## config.mk

```make
export PLATFORM = sky130hd
export DESIGN_NAME = csv_field_row_tokenizer
export DESIGN_NICKNAME = d
export VERILOG_FILES = /design/src/hw/rtl/csvtok_pkg.sv /design/src/hw/rtl/csvtok_front.sv /design/src/hw/rtl/csvtok_queue.sv /design/src/hw/rtl/csvtok_back.sv /design/src/hw/rtl/csv_field_row_tokenizer.sv
export SDC_FILE = /design/constraint.sdc
export NUM_CORES = 1
export LEC_CHECK = 0
export BUFFER_PORTS_ARGS = -buffer_cell sky130_fd_sc_hd__buf_2
export CAP_MARGIN = 20
export CORE_MARGIN = 4
export CORE_UTILIZATION = 50
export CTS_CLUSTER_SIZE = 28
export DETAILED_ROUTE_END_ITERATION = 6
export HOLD_SLACK_MARGIN = 0.02
export PLACE_DENSITY = 0.72
export SYNTH_ARGS = -nofsm -noshare
export SYNTH_HDL_FRONTEND = slang
export SYNTH_SLANG_ARGS = --single-unit
```

## constraint.sdc

```tcl
create_clock -name aclk -period 4 [get_ports aclk]
set_input_delay 0.2 -clock aclk [delete_from_list [all_inputs] [get_ports aclk]]
set_output_delay 0.2 -clock aclk [all_outputs]
set_load 0.01 [all_outputs]
```

## src/hw/rtl/csvtok_pkg.sv

```systemverilog
// csvtok_pkg: shared types and codes of the csv field/row tokenizer
// no dependencies; imported by every module of the block
package csvtok_pkg;

    // configuration port
    localparam int CFG_INDEX_W = 3;
    localparam int CFG_DATA_W  = 9;

    localparam logic [CFG_INDEX_W-1:0] REG_SEPARATOR    = 3'd0;
    localparam logic [CFG_INDEX_W-1:0] REG_DELIMITER    = 3'd1;
    localparam logic [CFG_INDEX_W-1:0] REG_QUOTE        = 3'd2;
    localparam logic [CFG_INDEX_W-1:0] REG_ESCAPE       = 3'd3;
    localparam logic [CFG_INDEX_W-1:0] REG_COLUMN_COUNT = 3'd4;

    // error codes
    localparam logic [2:0] ERR_NONE        = 3'd0;
    localparam logic [2:0] ERR_UNTERMINATED = 3'd1;
    localparam logic [2:0] ERR_CORRUPT     = 3'd2;
    localparam logic [2:0] ERR_TOO_FEW     = 3'd3;
    localparam logic [2:0] ERR_TOO_MANY    = 3'd4;

    // input item
    typedef struct packed {
        logic [7:0] text_byte;
        logic       chunk_last;
    } in_item_t;

    // result item
    typedef struct packed {
        logic [7:0]  field_byte;
        logic        is_content;
        logic        field_end;
        logic        row_end;
        logic [7:0]  column_index;
        logic [15:0] row_index;
        logic [2:0]  error_code;
    } out_item_t;

    // classified byte handed from front to back
    typedef struct packed {
        logic [7:0] text_byte;
        logic       chunk_last;
        logic       is_escape;
        logic       is_separator;
        logic       is_delimiter;
        logic       is_quote;
    } class_t;

endpackage

```

## src/hw/rtl/csvtok_front.sv

```systemverilog
// csvtok_front: configuration registers and byte classification
// depends on csvtok_pkg
module csvtok_front
    import csvtok_pkg::*;
#(
    parameter int MAX_COLUMNS = 256,
    parameter int CNT_W       = 9
) (
    input  logic                   aclk,
    input  logic                   aresetn,
    input  logic                   cfg_valid,
    input  logic [CFG_INDEX_W-1:0] cfg_index,
    input  logic [CFG_DATA_W-1:0]  cfg_data,
    input  in_item_t               in_item,
    output class_t                 class_item,
    output logic [CNT_W-1:0]       col_limit
);

    logic [7:0] separator_reg;
    logic [7:0] delimiter_reg;
    logic [7:0] quote_reg;
    logic [7:0] escape_reg;
    logic [8:0] column_count_reg;

    // register writes, unknown indexes ignored
    always_ff @(posedge aclk) begin
        if (!aresetn) begin
            separator_reg    <= 8'd44;
            delimiter_reg    <= 8'd10;
            quote_reg        <= 8'd34;
            escape_reg       <= 8'd34;
            column_count_reg <= 9'd1;
        end else if (cfg_valid) begin
            case (cfg_index)
                REG_SEPARATOR:    separator_reg    <= cfg_data[7:0];
                REG_DELIMITER:    delimiter_reg    <= cfg_data[7:0];
                REG_QUOTE:        quote_reg        <= cfg_data[7:0];
                REG_ESCAPE:       escape_reg       <= cfg_data[7:0];
                REG_COLUMN_COUNT: column_count_reg <= cfg_data[8:0];
                default: ;
            endcase
        end
    end

    // compare byte against the special characters
    always_comb begin
        class_item.text_byte    = in_item.text_byte;
        class_item.chunk_last   = in_item.chunk_last;
        class_item.is_escape    = (in_item.text_byte == escape_reg);
        class_item.is_separator = (in_item.text_byte == separator_reg);
        class_item.is_delimiter = (in_item.text_byte == delimiter_reg);
        class_item.is_quote     = (in_item.text_byte == quote_reg);
    end

    // column count clamped to the supported maximum
    always_comb begin
        if (CNT_W'(column_count_reg) > CNT_W'(MAX_COLUMNS)) begin
            col_limit = CNT_W'(MAX_COLUMNS);
        end else begin
            col_limit = CNT_W'(column_count_reg);
        end
    end

endmodule

```

## src/hw/rtl/csvtok_queue.sv

```systemverilog
// csvtok_queue: two-entry queue of classified bytes between front and back
// depends on csvtok_pkg
module csvtok_queue
    import csvtok_pkg::*;
(
    input  logic   aclk,
    input  logic   aresetn,
    input  logic   push,
    input  class_t push_item,
    output logic   full,
    input  logic   pop,
    output logic   head_valid,
    output class_t head_item
);

    class_t     ent_reg [2];
    logic       wr_ptr_reg;
    logic       rd_ptr_reg;
    logic [1:0] count_reg;
    logic [1:0] count_next;

    assign full       = (count_reg == 2'd2);
    assign head_valid = (count_reg != 2'd0);
    assign head_item  = ent_reg[rd_ptr_reg];

    // occupancy
    always_comb begin
        count_next = count_reg;
        if (push && !pop) begin
            count_next = count_reg + 2'd1;
        end else if (!push && pop) begin
            count_next = count_reg - 2'd1;
        end
    end

    // pointers
    always_ff @(posedge aclk) begin
        if (!aresetn) begin
            wr_ptr_reg <= 1'b0;
            rd_ptr_reg <= 1'b0;
            count_reg  <= 2'd0;
        end else begin
            count_reg <= count_next;
            if (push) begin
                wr_ptr_reg <= ~wr_ptr_reg;
            end
            if (pop) begin
                rd_ptr_reg <= ~rd_ptr_reg;
            end
        end
    end

    // entry storage
    always_ff @(posedge aclk) begin
        if (push) begin
            ent_reg[wr_ptr_reg] <= push_item;
        end
    end

endmodule

```

## src/hw/rtl/csvtok_back.sv

```systemverilog
// csvtok_back: field mode machine, column/row counters and result register
// depends on csvtok_pkg
module csvtok_back
    import csvtok_pkg::*;
#(
    parameter int MAX_COLUMNS    = 256,
    parameter int ROW_INDEX_BITS = 16,
    parameter int CNT_W          = 9
) (
    input  logic             aclk,
    input  logic             aresetn,
    input  logic             head_valid,
    input  class_t           head_item,
    output logic             pop,
    input  logic [CNT_W-1:0] col_limit,
    output logic             m_valid,
    input  logic             m_ready,
    output out_item_t        m_data
);

    localparam int COL_W = $clog2(MAX_COLUMNS + 1);
    localparam int ROW_W = (ROW_INDEX_BITS < 16) ? ROW_INDEX_BITS : 16;

    typedef enum logic [3:0] {
        MODE_START      = 4'b0001,
        MODE_PLAIN      = 4'b0010,
        MODE_QUOTED     = 4'b0100,
        MODE_QUOTE_SEEN = 4'b1000
    } mode_t;

    mode_t            mode_reg,   mode_next;
    logic [COL_W-1:0] col_reg,    col_next;
    logic [ROW_W-1:0] row_reg,    row_next;
    logic             hold_reg,   hold_next;
    logic             out_valid_reg;
    out_item_t        out_data_reg, out_data_next;

    mode_t            step_mode;
    logic             content;
    logic             term;
    logic             rowend;
    logic [2:0]       err;
    logic [CNT_W-1:0] newcol;
    logic [COL_W+7:0] col_ext;
    logic [ROW_W+15:0] row_ext;

    assign pop     = head_valid && (!out_valid_reg || m_ready);
    assign m_valid = out_valid_reg;
    assign m_data  = out_data_reg;
    assign col_ext = {8'd0, col_reg};
    assign row_ext = {16'd0, row_reg};

    // per-byte mode step
    always_comb begin
        step_mode = mode_reg;
        content   = 1'b0;
        term      = 1'b0;
        rowend    = 1'b0;
        err       = ERR_NONE;
        case (mode_reg)
            MODE_START: begin
                if (head_item.is_escape) begin
                    content   = 1'b1;
                    step_mode = MODE_QUOTED;
                end else if (head_item.is_separator || head_item.is_delimiter) begin
                    term   = 1'b1;
                    rowend = head_item.is_delimiter;
                end else begin
                    content   = 1'b1;
                    step_mode = MODE_PLAIN;
                end
            end
            MODE_PLAIN: begin
                if (head_item.is_separator || head_item.is_delimiter) begin
                    term   = 1'b1;
                    rowend = head_item.is_delimiter;
                end else begin
                    content = 1'b1;
                end
            end
            MODE_QUOTED: begin
                content = 1'b1;
                if (head_item.is_quote) begin
                    step_mode = MODE_QUOTE_SEEN;
                end
            end
            MODE_QUOTE_SEEN: begin
                if (head_item.is_quote) begin
                    content   = 1'b1;
                    step_mode = MODE_QUOTED;
                end else if (head_item.is_separator || head_item.is_delimiter) begin
                    term   = 1'b1;
                    rowend = head_item.is_delimiter;
                end else begin
                    err = ERR_CORRUPT;
                end
            end
            default: begin
                err = ERR_CORRUPT;
            end
        endcase

        // chunk end closes the field and the row, or flags an unterminated quoted field
        if (err == ERR_NONE && head_item.chunk_last) begin
            if (!term && step_mode == MODE_QUOTED) begin
                err = ERR_UNTERMINATED;
            end else begin
                term   = 1'b1;
                rowend = 1'b1;
            end
        end

        // column count check
        newcol = CNT_W'(col_reg) + CNT_W'(1);
        if (err == ERR_NONE && term) begin
            if (rowend) begin
                if (newcol != col_limit) begin
                    err = ERR_TOO_FEW;
                end else begin
                    newcol = '0;
                end
            end
            if (err == ERR_NONE && newcol >= col_limit) begin
                err = ERR_TOO_MANY;
            end
        end
    end

    // next state and result
    always_comb begin
        mode_next = mode_reg;
        col_next  = col_reg;
        row_next  = row_reg;
        hold_next = hold_reg;

        out_data_next              = '0;
        out_data_next.column_index = col_ext[7:0];
        out_data_next.row_index    = row_ext[15:0];

        if (hold_reg) begin
            // discarding until chunk end
        end else if (err != ERR_NONE) begin
            out_data_next.error_code = err;
            hold_next                = 1'b1;
        end else begin
            out_data_next.field_byte = content ? head_item.text_byte : 8'd0;
            out_data_next.is_content = content;
            out_data_next.field_end  = term;
            out_data_next.row_end    = rowend;
            if (term) begin
                mode_next = MODE_START;
                col_next  = newcol[COL_W-1:0];
                if (rowend && row_reg != {ROW_W{1'b1}}) begin
                    row_next = row_reg + ROW_W'(1);
                end
            end else begin
                mode_next = step_mode;
            end
        end

        // chunk restart
        if (head_item.chunk_last) begin
            mode_next = MODE_START;
            col_next  = '0;
            row_next  = '0;
            hold_next = 1'b0;
        end
    end

    // state and output register
    always_ff @(posedge aclk) begin
        if (!aresetn) begin
            mode_reg      <= MODE_START;
            col_reg       <= '0;
            row_reg       <= '0;
            hold_reg      <= 1'b0;
            out_valid_reg <= 1'b0;
        end else begin
            if (pop) begin
                mode_reg      <= mode_next;
                col_reg       <= col_next;
                row_reg       <= row_next;
                hold_reg      <= hold_next;
                out_valid_reg <= 1'b1;
            end else if (m_ready) begin
                out_valid_reg <= 1'b0;
            end
        end
    end

    always_ff @(posedge aclk) begin
        if (pop) begin
            out_data_reg <= out_data_next;
        end
    end

endmodule

```

## src/hw/rtl/csv_field_row_tokenizer.sv

```systemverilog
// csv_field_row_tokenizer: top level of the csv field/row tokenizer
// depends on csvtok_pkg, csvtok_front, csvtok_queue, csvtok_back
//
// Takes one byte of CSV text per item and returns one result item per byte,
// marking field and row ends, column and row positions and format errors.
// Items are taken at one per cycle while the queue has room: the front
// compares each byte against the separator, delimiter, quote and escape
// registers in the cycle it is accepted and writes it into a two-entry
// queue; the back pops one entry per cycle unless the result is stalled,
// steps the field mode machine and the column and row counters, and loads
// the result register. Configuration writes are taken in any cycle but must
// only be issued while no item is in flight.
module csv_field_row_tokenizer
    import csvtok_pkg::*;
#(
    parameter int MAX_COLUMNS    = 256,
    parameter int ROW_INDEX_BITS = 16
) (
    input  logic                   aclk,
    input  logic                   aresetn,
    input  logic                   s_valid,
    output logic                   s_ready,
    input  in_item_t               s_data,
    output logic                   m_valid,
    input  logic                   m_ready,
    output out_item_t              m_data,
    input  logic                   cfg_valid,
    output logic                   cfg_ready,
    input  logic [CFG_INDEX_W-1:0] cfg_index,
    input  logic [CFG_DATA_W-1:0]  cfg_data
);

    localparam int COL_W = $clog2(MAX_COLUMNS + 1);
    localparam int CNT_W = (COL_W > 9) ? COL_W : 9;

    class_t           class_item;
    class_t           head_item;
    logic [CNT_W-1:0] col_limit;
    logic             queue_full;
    logic             head_valid;
    logic             pop;
    logic             push;

    assign cfg_ready = 1'b1;
    assign s_ready   = !queue_full;
    assign push      = s_valid && !queue_full;

    csvtok_front #(
        .MAX_COLUMNS (MAX_COLUMNS),
        .CNT_W       (CNT_W)
    ) u_front (
        .aclk       (aclk),
        .aresetn    (aresetn),
        .cfg_valid  (cfg_valid),
        .cfg_index  (cfg_index),
        .cfg_data   (cfg_data),
        .in_item    (s_data),
        .class_item (class_item),
        .col_limit  (col_limit)
    );

    csvtok_queue u_queue (
        .aclk       (aclk),
        .aresetn    (aresetn),
        .push       (push),
        .push_item  (class_item),
        .full       (queue_full),
        .pop        (pop),
        .head_valid (head_valid),
        .head_item  (head_item)
    );

    csvtok_back #(
        .MAX_COLUMNS    (MAX_COLUMNS),
        .ROW_INDEX_BITS (ROW_INDEX_BITS),
        .CNT_W          (CNT_W)
    ) u_back (
        .aclk       (aclk),
        .aresetn    (aresetn),
        .head_valid (head_valid),
        .head_item  (head_item),
        .pop        (pop),
        .col_limit  (col_limit),
        .m_valid    (m_valid),
        .m_ready    (m_ready),
        .m_data     (m_data)
    );

    // a row end always closes the field too
    assert property (@(posedge aclk) disable iff (!aresetn)
        m_valid && m_data.row_end |-> m_data.field_end)
        else $error("row end without field end");

    // an error item carries no text and no boundary marks
    assert property (@(posedge aclk) disable iff (!aresetn)
        m_valid && m_data.error_code != ERR_NONE |->
            !m_data.is_content && !m_data.field_end && !m_data.row_end)
        else $error("error item carries content or marks");

    // non-content results carry a zero byte
    assert property (@(posedge aclk) disable iff (!aresetn)
        m_valid && !m_data.is_content |-> m_data.field_byte == 8'd0)
        else $error("field byte set on non-content item");

    // nothing comes out right after reset
    assert property (@(posedge aclk)
        $past(!aresetn) |-> !m_valid)
        else $error("result valid right after reset");

endmodule
```

# [Yosys cells after proc, flatten, opt, wreduce, memory -nomap -nowiden]
# Memory sizes are Yosys's and may differ from the RTL's. A register that Yosys moved wholly into a read port is not among the register bits.
# Index checks and enable logic that the tools add are counted.
[word_totals] regBits=114 out_inout_bits=41 rom_bits=0 latch_bits=0 mem_bits_rw=26 memories=1 elab_cells=147
[classes] mux=60 order_cmp=2 n_mul=0 shift=0 n_reduce_logical=38 bitwise_logic=4 eq_ne=18 add_sub_neg=4 n_div=0
[memory_table] name="u_queue.ent_reg" depth=2 width=13 read_ports=1 rd_clocked_by_memory_dff=1 wr=1 line_no="csvtok_queue.sv:16" source="class_t ent_reg [2];"
[op_table] operator="$mux W9" n=9
[op_table] operator="$mux W16" n=5
[op_table] operator="$eq A8 B8 Y1" n=4
[op_table] operator="$mux W4" n=8
[op_table] operator="$mux W3" n=8
[op_table] operator="$mux W1" n=22
[op_table] operator="$add A16 B1 Y16 const B" n=1
[op_table] operator="$ne A16 B16 Y1 const B" n=1
[op_table] operator="$logic_not A3 Y1" n=4
[op_table] operator="$pmux W4 S3" n=1
[op_table] operator="$reduce_and A2 Y1" n=5
[op_table] operator="$reduce_bool A2 Y1" n=5
[op_table] operator="$add A9 B1 Y9 const B" n=1
[op_table] operator="$ge A9 B9 Y1" n=1
[op_table] operator="$gt A9 B9 Y1 const B" n=1
[op_table] operator="$logic_and A1 B1 Y1" n=9
[op_table] operator="$ne A9 B9 Y1" n=1
[op_table] operator="$eq A4 B3 Y1 const B" n=2
[op_table] operator="$eq A3 B2 Y1 const B" n=2
[op_table] operator="$mux W2" n=3
[op_table] operator="$pmux W1 S3" n=2
[op_table] operator="$pmux W3 S2" n=1
[op_table] operator="$reduce_or A3 Y1" n=2
[op_table] operator="$logic_not A1 Y1" n=5
[op_table] operator="17 further kinds" n=23

# [Longest topological paths before layout]
# Gate-level depths: netlist of run 1.
[depth] word_depth=19 mapped_depth=21 mapped_depth_nobuf=18

# [Modules after synthesis]
# From an unflattened synthesis of run 1, not the netlist that was laid out.
[hier_totals] cells_unflattened=678 hier_area_um2=7036.7
[modules_own_cells] module="csvtok_back" cells_each=377 area_each_um2=3829.9 seq_area_each_um2=1761.7 n_inst=1
[modules_own_cells] module="csvtok_front" cells_each=235 area_each_um2=2031.9 seq_area_each_um2=820.8 n_inst=1
[modules_own_cells] module="csvtok_queue" cells_each=62 area_each_um2=1153.6 seq_area_each_um2=880.8 n_inst=1
[modules_own_cells] module="csv_field_row_tokenizer" cells_each=4 area_each_um2=21.3 seq_area_each_um2=0.0 n_inst=1

# [Worst setup path after synthesis of run 1]
# OpenSTA, ideal clock, no wires.
[synth_timing] path_kind="register -> register" start="register u_back.col_reg[0]" end="register u_back.col_reg[2]" slack_ns=-0.455 path_stages_with_launch=21 setup_ns=0.120 t_arrival_ns=4.335 path_cell_list="dfxtp_1 ha_1 nand3_1 o21ai_0 o2111ai_1 a2111oi_1 nand4_1 nor2_1 clkbuf_1 nor2_1 ha_1 a21oi_1 o21ai_0 a21oi_1 o21ai_0 nand2_1 a21oi_1 or4_1 buf_2 o21a_1 a211o_1"
[synth_via] elab_chain_len=12
[synth_rtl] item="start, declared" line_no="csvtok_back.sv:32" source="logic [COL_W-1:0] col_reg, col_next;"
[synth_rtl] item="start signal, assigned" line_no="csvtok_back.sv:181" source="col_reg <= col_next;"
[synth_rtl] item="$add A9 B1 Y9 *" line_no="csvtok_back.sv:114" source="newcol = CNT_W'(col_reg) + CNT_W'(1);"
[synth_rtl] item="$ne A9 B9 Y1" line_no="csvtok_back.sv:117" source="if (newcol != col_limit) begin"
[synth_rtl] item="$mux W9 or $mux W3 (tied branches)" line_no="csvtok_back.sv:117"
[synth_rtl] item="$mux W9 or $mux W3 (tied branches)" line_no="csvtok_back.sv:116" source="if (rowend) begin"
[synth_rtl] item="$mux W9 or $mux W3 (tied branches)" line_no="csvtok_back.sv:115" source="if (err == ERR_NONE && term) begin"
[synth_rtl] item="$ge A9 B9 Y1 or $logic_not A3 Y1 (tied branches)" line_no="csvtok_back.sv:123" source="if (err == ERR_NONE && newcol >= col_limit) begin"
[synth_rtl] item="$logic_and A1 B1 Y1" line_no="csvtok_back.sv:123"
[synth_rtl] item="$mux W3" line_no="csvtok_back.sv:123"
[synth_rtl] item="$mux W3" line_no="csvtok_back.sv:115"
[synth_rtl] item="$reduce_bool A3 Y1" line_no="csvtok_back.sv:142" source="end else if (err != ERR_NONE) begin"
[synth_rtl] item="$ne A2 B1 Y1 (no source line)"
[synth_rtl] item="$reduce_and A4 Y1 (no source line)"
# Mark *: on every way between the ends. The rest lies on a longest branch, timed or not. The select of a mux whose other input is x is not followed.
# A chain may end at the register's enable or synchronous reset.

# [Final worst setup path of run 1]
[layout_timing] start="register u_back.col_reg[1]" end="register u_back.out_data_reg (netlist bit u_back.m_data[36]) (data pin)"
[layout_via] elab_chain_len=11
[layout_rtl] item="$add A9 B1 Y9 *" line_no="csvtok_back.sv:114"
[layout_rtl] item="$ne A9 B9 Y1" line_no="csvtok_back.sv:117"
[layout_rtl] item="$mux W9 or $mux W3 (tied branches)" line_no="csvtok_back.sv:117"
[layout_rtl] item="$mux W9 or $mux W3 (tied branches)" line_no="csvtok_back.sv:116"
[layout_rtl] item="$mux W9 or $mux W3 (tied branches)" line_no="csvtok_back.sv:115"
[layout_rtl] item="$ge A9 B9 Y1 or $logic_not A3 Y1 (tied branches)" line_no="csvtok_back.sv:123"
[layout_rtl] item="$logic_and A1 B1 Y1" line_no="csvtok_back.sv:123"
[layout_rtl] item="$mux W3 *" line_no="csvtok_back.sv:123"
[layout_rtl] item="$mux W3 *" line_no="csvtok_back.sv:115"
[layout_rtl] item="$reduce_bool A3 Y1 *" line_no="csvtok_back.sv:142"
[layout_rtl] item="$reduce_or A3 Y1 (no source line) *"
[layout_rtl] item="end signal, assigned" line_no="csvtok_back.sv:193" source="out_data_reg <= out_data_next;"
[layout_rtl] item="end, declared" line_no="csvtok_back.sv:36" source="out_item_t out_data_reg, out_data_next;"
# Marks and branches as above.

==> results by stage, run 1 <==
Cells and area:
- The area growth from synthesis to layout is 32.9%.
- In the final layout, the share of cells above drive strength 1 is 0.327.
- The post-layout instance area is approximately 9000 µm².
- The final layout contains ~890 nets.
- The final instance count without filler cells is just over 1000.
- The register with the most flip-flops in the layout has 38 of them.
- The repair_antennas step left the layout with diodes totalling 0.

Synth:
- The number of nets in the synthesized netlist is between 700 and 800.
- In the post-synthesis netlist, the biggest area contributors are edfxtp_1, dfxtp_1, nand2_1, xnor2_1, a21boi_0.
- The mean cell area of the mapped netlist is roughly 10 µm².
- By count the netlist is led by nand2_1, dfxtp_1, edfxtp_1.
- The number of storage elements in the synthesis netlist is roughly 140.
- The fraction of post-synthesis cell area in the top cell type by area is 0.285.
- The library cell occupying the most area in the post-synthesis netlist is edfxtp_1.
- For this run, the register share of the synthesized area comes to 0.513.
- The most used flip-flop cell after synthesis is dfxtp_1.
- Synthesis instantiated between 60 and 70 different standard cells from the library.
- The number of warning messages in the yosys log is 0.
- The most common cell in the synthesized netlist is nand2_1.
- The proportion of synthesized flip-flops having asynchronous set or reset is 0.
- The cell area that synthesis handed to floorplanning was between 6000 and 7000 µm².
- The gate count of the mapped netlist is between 600 and 700.
- Yosys mapped a number of flops with a built-in enable equal to 64.

Clock tree:
- The TritonCTS clock tree is yes.
- Clock tree synthesis found a total of roughly 140 sinks.
- The maximum number of buffers from clock root to sink is 2.
- The later pin in the worst-skew pair is clocked with a latency of 0.43 ns.
- The clock tree synthesis step divided the H-tree into 4 levels.
- The clock transition at the registers of the reported paths is 0.06 ns.
- CTS placed an instance of clkbuf_16 at the clock tree root.
- In this run, CTS created clock tree buffers numbering 17.

Global route:
- The via count of the first global-routing pass is between 5000 and 6000.
- Across every metal layer, demand over resource in global routing totals 0.222.
- The largest net degree at the start of global routing is 55.
- The wire length of the first global-routing pass is around 28000 µm.
- The number of antenna violations at the first check in global routing came to 0.
- After global routing the overflow that remains totals 0.

Placement:
- The quantity of I/O buffers inserted on ports is between 60 and 70.
- The final weighted congestion of routability-driven global placement is 0.937.
- Including well taps, the total number of placed cells is 971.
- After detailed placement, the total cell area comes to between 7000 and 8000 µm².
- Detailed placement finished with a half-perimeter wire length of between 10000 and 15000 µm.

Worst setup path:
- The worst-path cell with the longest stage delay is or4b_1.
- The required time reported for the critical path endpoint is 4.30 ns.
- The worst setup path is captured at a flip-flop.
- The startpoint identified for the worst register-to-register timing path is u_back.col_reg[1]$_SDFFE_PN0P_.
- The longest individual stage delay on the worst path is roughly 0.55 ns.
- The critical-path maximum fanout is 6.
- The critical path is of the flip-flop to flip-flop type.
- The critical path contains buffers and inverters numbering 3 combined.
- The data arrival time of the critical path is ~4.6 ns.
- The timing startpoint of the critical path is u_back.col_reg[1]$_SDFFE_PN0P_.
- Walking the worst path, the cells encountered are ha_4 -> xnor2_4 -> xnor2_1 -> or4b_1 -> a211oi_2 -> nand4_1 -> nor2_2 -> buf_4 -> buf_4 -> nor2_1 -> ha_1 -> a21oi_2 -> o21ai_2 -> a21oi_2 -> o21ai_2 -> nand2_2 -> a21oi_2 -> or4_4 -> nand3b_1 -> buf_6 -> nor2_4.
- The most numerous cell on the critical path is a21oi_2.
- The cell family contributing the most delay on the critical path is simple AND/OR/NAND/NOR gates.
- The worst setup path is launched from a flip-flop.
- Across all register-to-register paths, the minimum setup slack is -0.33 ns.

Timing:
- The number of failing hold endpoints at the final stage is 0.
- The transition time of the tightest slew-check pin is ~0.8 ns.
- Setup violations remaining at the end of the flow were counted as roughly 40.
- The max-slew violation count is 0.
- The routed design could run at a clock period as short as around 4.3 ns.
- Of the available clock period, the critical path in the final layout requires 1.08.
- The final setup slack of the worst path is -0.332 ns.
- The maximum frequency from static timing analysis is about 230 MHz.
- Setup repair after global routing could not meet its margin everywhere.
- The worst max-slew margin expressed relative to the limit is 0.479.
- The setup TNS after final layout is -8.72 ns.
- On the final layout, the worst clock skew is 0.0128 ns.

Die:
- The cell row count is between 40 and 50.
- The die width is 124 µm.
- The die outline area is ~15000 µm².
- The die is 124 µm tall.
- The core region is 13200 µm².
- The initial utilization of the core area, before any placement, comes to 0.510.
- The boundary pin count is 67.

Power and ir drop:
- Across the VDD grid, the largest voltage drop is ~310 µV.
- The static leakage power is 0.00344 µW.
- For this design the ratio of total power to cell area is between 500 and 600 nW/µm².
- The design draws 5350 µW.

Job:
- Across the run, the number of max-cap violations was 0.

Route:
- The residual antenna-violating net count after detailed routing is 0.
- The pre-antenna-repair detailed-routing pass consisted of 4 iterations.
- The post-detailed-route DRC marker count is 0.
- The post-detailed-route via-to-cell ratio is 5.58.
- The aggregate routed wire length is between 15000 and 20000 µm.
- The routed wirelength normalized by instance count is approximately 17 µm.
- The final route contains around 5800 vias.
- The number of DRC markers after the initial detailed-route iteration is around 470.

Worst hold path:
- The startpoint identified for the worst hold timing path is cfg_data[8].
- In this run the worst hold path is classified as primary input to flip-flop.

Outcome:
- The checks that failed: setup timing.
- The flow ran to the end, but the final reports show violations.
[path summary, 6_finish.rpt]
kind / endpoint / cells after the start
max: u_back.m_data[36]$_SDFFCE_PP0P_ / 21
min: u_front.column_count_reg[8]$_SDFFE_PN0P_ / 3
max reg2reg: u_back.m_data[36]$_SDFFCE_PP0P_ / 21
min reg2reg: u_front.quote_reg[6]$_SDFFE_PN0P_ / 2
[final cells by class]
class,instances,area (µm²)
clock buffer,18,429
clock inverter,14,159
fill,1000,4270
inverter,9,33.8
multi-input combinational,507,3440
sequential,141,3470
tap,176,220
timing repair buffer,174,1210
[placed cells by master (no fill, tap or decap), types with 8 or more instances in the layout]
cell type / count
nor3_1: 10
a21boi_0: 32
xnor2_1: 38
nor2b_1: 10
nor2_4: 8
nor2_2: 8
and3_1: 10
nand2_1: 120
and2_1: 9
buf_4: 92
ha_1: 8
nand4_1: 15
o21ai_0: 19
nand3_1: 33
buf_2: 65
nor2_1: 26
clkbuf_16: 17
a21oi_2: 11
mux2i_1: 15
a21oi_1: 12
buf_6: 15
edfxtp_1: 64
dfxtp_1: 74
[layer usage]
metal | part of all wire | wire (µm) | track usage
met5 | 0 | 0 | 0
met4 | 0.024 | 426 | 0.0883
met3 | 0.052 | 904 | 0.0490
met1 | 0.41 | 7190 | 0.263
met2 | 0.51 | 9030 | 0.392
[worst min-delay path, cell delays in order]
cell      delay [ns]
buf_2           0.09
nand2_1         0.04
a21boi_0        0.06
[logic make-up after synthesis]
family / count (synthesis) / share of synthesized area
adder cells (fa/ha/maj): 12 / 0.0222
AND/OR/NAND/NOR: 304 / 0.220
buffers and inverters: 47 / 0.0285
flip-flops: 141 / 0.513
other: 1 / 0.000555
XOR/XNOR: 44 / 0.0582
multiplexers: 20 / 0.0304
AO/OA/AOI/OAI: 126 / 0.128
[through the flow]
step                       util  hold WS [ns]  setup WS (ns)
after global placement    0.585         0.413         -0.165
after floorplan               -         0.299        -0.0631
after detailed placement  0.585         0.419         -0.364
after global routing      0.677        0.0356         -0.485
after CTS                 0.658        0.0209         -0.158
final                     0.677        0.0241         -0.332
[timing repair]
item                                    CTS  global route
hold buffers                              1             0
hold endpoints to repair                  2             0
pin swaps                                23            28
resized for setup                        30            63
endpoints found under the setup margin   40            43
cloned                                    0             1
buffers inserted                         33             5
[where the power goes]
| part | internal, µW | switching (µW) |
|---|---|---|
| Combinational | 857 | 992 |
| Clock | 928 | 641 |
| Sequential | 1840 | 92.1 |
| Total | 3620 | 1730 |
No activity file was read; power rests on OpenSTA's default activity.
==> run 2: changes to the inputs <==
--- a/config.mk
+++ b/config.mk
@@ -14,4 +14,5 @@
 export HOLD_SLACK_MARGIN = 0.02
 export PLACE_DENSITY = 0.72
+export SKIP_CTS_REPAIR_TIMING = 1
 export SYNTH_ARGS = -nofsm -noshare
 export SYNTH_HDL_FRONTEND = slang
==> constraint.sdc (replaced) <==
create_clock -name aclk -period 4 [get_ports aclk]
set_input_delay 0.2 -clock aclk [delete_from_list [all_inputs] [get_ports aclk]]
set_output_delay 0.2 -clock aclk [all_outputs]
set_load 0.02 [all_outputs]
==> run 2 against run 1 <==
Net effect: the flow still finishes with violations (setup timing); cell count is 2.9% lower; sequential power hardly changed; core utilization is 3.1 points lower; routed wire length is 6.8% lower; first-iteration DRC count is 16% lower; global-route usage is 1.7 points lower; setup slack better by 0.11 ns; total power is 3.5% lower; clock-buffer cell count stayed put; critical path type unchanged; critical endpoint is now u_back.row_reg[4]$_SDFFE_PN0P_; highest routed layer unchanged.
==> results by stage, run 2 (same netlist as run 1, synthesis figures left out) <==
Die:
- The die width was 124 µm (unchanged).
- The die span in y is 124 µm (unchanged).
- The effective utilization at floorplan is 0.510 (unchanged).
- The boundary pin count is 67 (unchanged).
- The area of the placeable core came to 13200 µm² (unchanged).
- The die outline area was 15400 µm² (unchanged).
- The cell row count is 42 (unchanged).

Cells and area:
- The number of fillers in the final layout came to 1068 (+6.8%).
- The leading cell type in the layout, fill and taps excluded is nand2_1.
- The growth of design area from synthesis to finish is 26.8%.
- The number of flip-flops under the largest register name is 38 (unchanged).
- The number of nets in the layout was 858 (-3.4%).
- The antenna diode count is 0 (unchanged).
- The fraction of layout cells with a size suffix above 1 is 0.263 (-0.0639).
- The multi-input combinational cell area is 3300 µm² (-4.1%).
- The top cell types in the final layout, fill and taps aside, are nand2_1, dfxtp_1, buf_4.
- The post-layout instance area is 8560 µm² (-4.5%).
- The combined flip-flop and latch cell area is 3470 µm² (unchanged).

Route:
- The post-detailed-route via-to-cell ratio came to 5.57 (-0.22%).
- The post-detailed-route DRC marker count is 0 (unchanged).
- The aggregate routed wire length is 16300 µm (-6.8%).
- The number of vias in the routed layout is 5618 (-3.1%).
- The first-pass detailed-route iteration total is 5 (+1).
- The routed wirelength normalized by instance count is 16.2 µm (-4.1%).
- The residual antenna-violating net count after detailed routing is 0 (unchanged).
- The number of DRC markers after the initial detailed-route iteration is 397 (-16%).

Clock tree:
- The insertion delay of the later-clocked pin in the worst-skew pair is 0.42 ns (about the same).
- The maximum number of buffers from clock root to sink is 2 (unchanged).
- The clock transition at the registers of the reported paths is 0.06 ns (about the same).
- The number of sinks on the clock net is 141 (unchanged).
- The number of buffers inserted during clock tree synthesis was 17 (unchanged).
- TritonCTS built the clock tree.
- The cell sitting at the root of the clock tree is a clkbuf_16.
- The count of H-tree levels built during CTS is 4 (unchanged).

Timing:
- The setup TNS after final layout is -4.60 ns (+4.12 ns).
- The clock period minus worst slack is 4.22 ns (-0.111 ns).
- The final setup skew was 0.00633 ns (-0.00648 ns).
- The maximum frequency from static timing analysis is 237 MHz (+2.6%).
- The final setup slack of the worst path is -0.221 ns (+0.111 ns).
- Setup repair after global routing could not meet its margin everywhere.
- The transition time of the tightest slew-check pin is 0.803 ns (+0.0235 ns).
- The final-layout worst hold slack came to 0.0306 ns (+0.00653 ns).
- The max-slew violation count is 0 (unchanged).
- The period utilization is 1.06 (-0.0278).
- The total setup violations reported at the end of the flow is 37 (-9.8%).
- The number of failing hold endpoints at the final stage came to 0 (unchanged).
- The worst max-slew margin expressed relative to the limit was 0.463 (-0.0157).

Job:
- The number of max-cap violations is 0 (unchanged).

Power and ir drop:
- The power density over cell area is 603 nW/µm² (+1.1%).
- The worst-case vdd ir drop is 306 µV (-0.52%).
- The static leakage power is 0.00325 µW (-5.4%).

Worst hold path:
- The worst hold path stage count is 3 (unchanged).
- In this run the most critical hold path is launched from cfg_data[8].
- The class of the tightest hold or removal check is primary input to flip-flop.
- The worst-case hold path end point is u_front.column_count_reg[8]$_SDFFE_PN0P_.

Worst setup path:
- The reg-to-reg critical path startpoint is u_back.col_reg[0]$_SDFFE_PN0P_.
- The worst reg-to-reg setup slack is -0.22 ns (+0.11 ns).
- The required time reported for the critical path endpoint is 4.36 ns (+0.06 ns).
- The type of element capturing the critical path is a flip-flop.
- The type of element launching the critical path is a flip-flop.
- The data arrival time of the critical path is 4.58 ns (-0.05 ns).
- The slowest stage of the critical path is the or4b_1 cell.
- The critical-path maximum fanout is 8 (+2).
- The longest individual stage delay on the worst path is 0.54 ns (about the same).
- The category of the most critical setup path is flip-flop to flip-flop.
- The endpoint identified for the worst register-to-register timing path is u_back.row_reg[4]$_SDFFE_PN0P_.
- The number of cells on the worst reg-to-reg path is 20 (-4.8%).
- Walking the worst path, the cells encountered are ha_4 -> xnor2_4 -> xnor2_1 -> or4b_1 -> a211oi_2 -> nand4_1 -> nor2_2 -> buf_6 -> or2_4 -> ha_4 -> nor2b_4 -> o21ai_2 -> a21oi_2 -> o21ai_2 -> a211oi_2 -> o2111a_2 -> buf_6 -> o211ai_1 -> or3_1 -> a21oi_2.

Placement:
- The final weighted congestion of routability-driven global placement was 0.937 (unchanged).
- The quantity of I/O buffers inserted on ports is 65 (unchanged).
- The estimated wirelength of the detail-placed design was 11600 µm (unchanged).
- The post-detailed-placement cell area is 7740 µm² (unchanged).
- The pre-CTS setup slack is -0.364 ns (unchanged).

Global route:
- The number of antenna violations at the first check in global routing is 0 (unchanged).
- The wire length of the first global-routing pass is 26100 µm (-7.1%).
- The aggregate global routing overflow is 0 (unchanged).
- The via count of the first global-routing pass is 5351 (-6.1%).
- The aggregate global-route resource usage is 0.205 (-0.0169).
- The largest net degree at the start of global routing is 55 (unchanged).

Outcome:
- The checks that failed: setup timing.
- The run finished, with violations left.
## run 2: changes by cell type in the layout (fill, tap and decap cells not counted), moves of 4 or more
cell     change
nor2_1      +11
buf_4       -19
a21oi_1      +6
nor2_2       -7
nor2_4       -4
buf_6       -11
a21oi_2      -6
## run 2: critical path: cells and delay by family (launching register included)
family | cells | cell delay [ns]
compound gates | 8 | 1.33
fa+ha+maj | 2 | 0.38
buf+inv | 2 | 0.29
xor+xnor | 2 | 0.27
flops | 1 | 0.35
simple gates | 6 | 1.53
## run 2: where the power goes
group | internal, µW | switching (µW)
Combinational | 675 | 997
Sequential | 1840 | 90.5
Clock | 928 | 631
## run 2: layer usage
metal / GRT usage / share of wire / vias to the layer above
li1: - / - / 2734
met1: 0.251 / 0.43 / 2693
met2: 0.358 / 0.51 / 163
met3: 0.0507 / 0.043 / 28
met4: 0.0638 / 0.021 / 0
met5: 0 / 0 / -
## run 2: through the flow
stage                     total power (µW)   util  std cells
after floorplan                       2910      -        695
after global placement                3450  0.585        971
after detailed placement              3490  0.585        971
after CTS                             5050  0.629       1003
after global routing                  5400  0.647       1009
final                                 5160  0.647       1009
## run 2: cell type report
cell class | count | share of cell area
repair buffers | 144 | 0.111
multi-input cells | 507 | 0.386
clock inverters | 14 | 0.0186
flip-flops and latches | 141 | 0.405
well taps | 176 | 0.0257
clock buffers | 18 | 0.0501
inverters | 9 | 0.00395
## run 2: worst max-delay path by stage
stage / from / endpoint / slack (ns) / cells after the start
3_3_place_gp: u_back.col_reg[1]$_SDFFE_PN0P_ / u_back.m_data[37]$_SDFFCE_PP0P_ / -0.16 / 20
2_1_floorplan: u_back.col_reg[0]$_SDFFE_PN0P_ / u_back.col_reg[4]$_SDFFE_PN0P_ / -0.06 / 20
5_1_grt: u_back.col_reg[0]$_SDFFE_PN0P_ / u_back.row_reg[4]$_SDFFE_PN0P_ / -0.44 / 20
4_1_cts: u_back.col_reg[1]$_SDFFE_PN0P_ / u_back.mode_reg[3]$_SDFFE_PN0P_ / -0.42 / 20
3_5_place_dp: u_back.col_reg[1]$_SDFFE_PN0P_ / u_back.mode_reg[3]$_SDFFE_PN0P_ / -0.36 / 20
6_report: u_back.col_reg[0]$_SDFFE_PN0P_ / u_back.row_reg[4]$_SDFFE_PN0P_ / -0.22 / 20
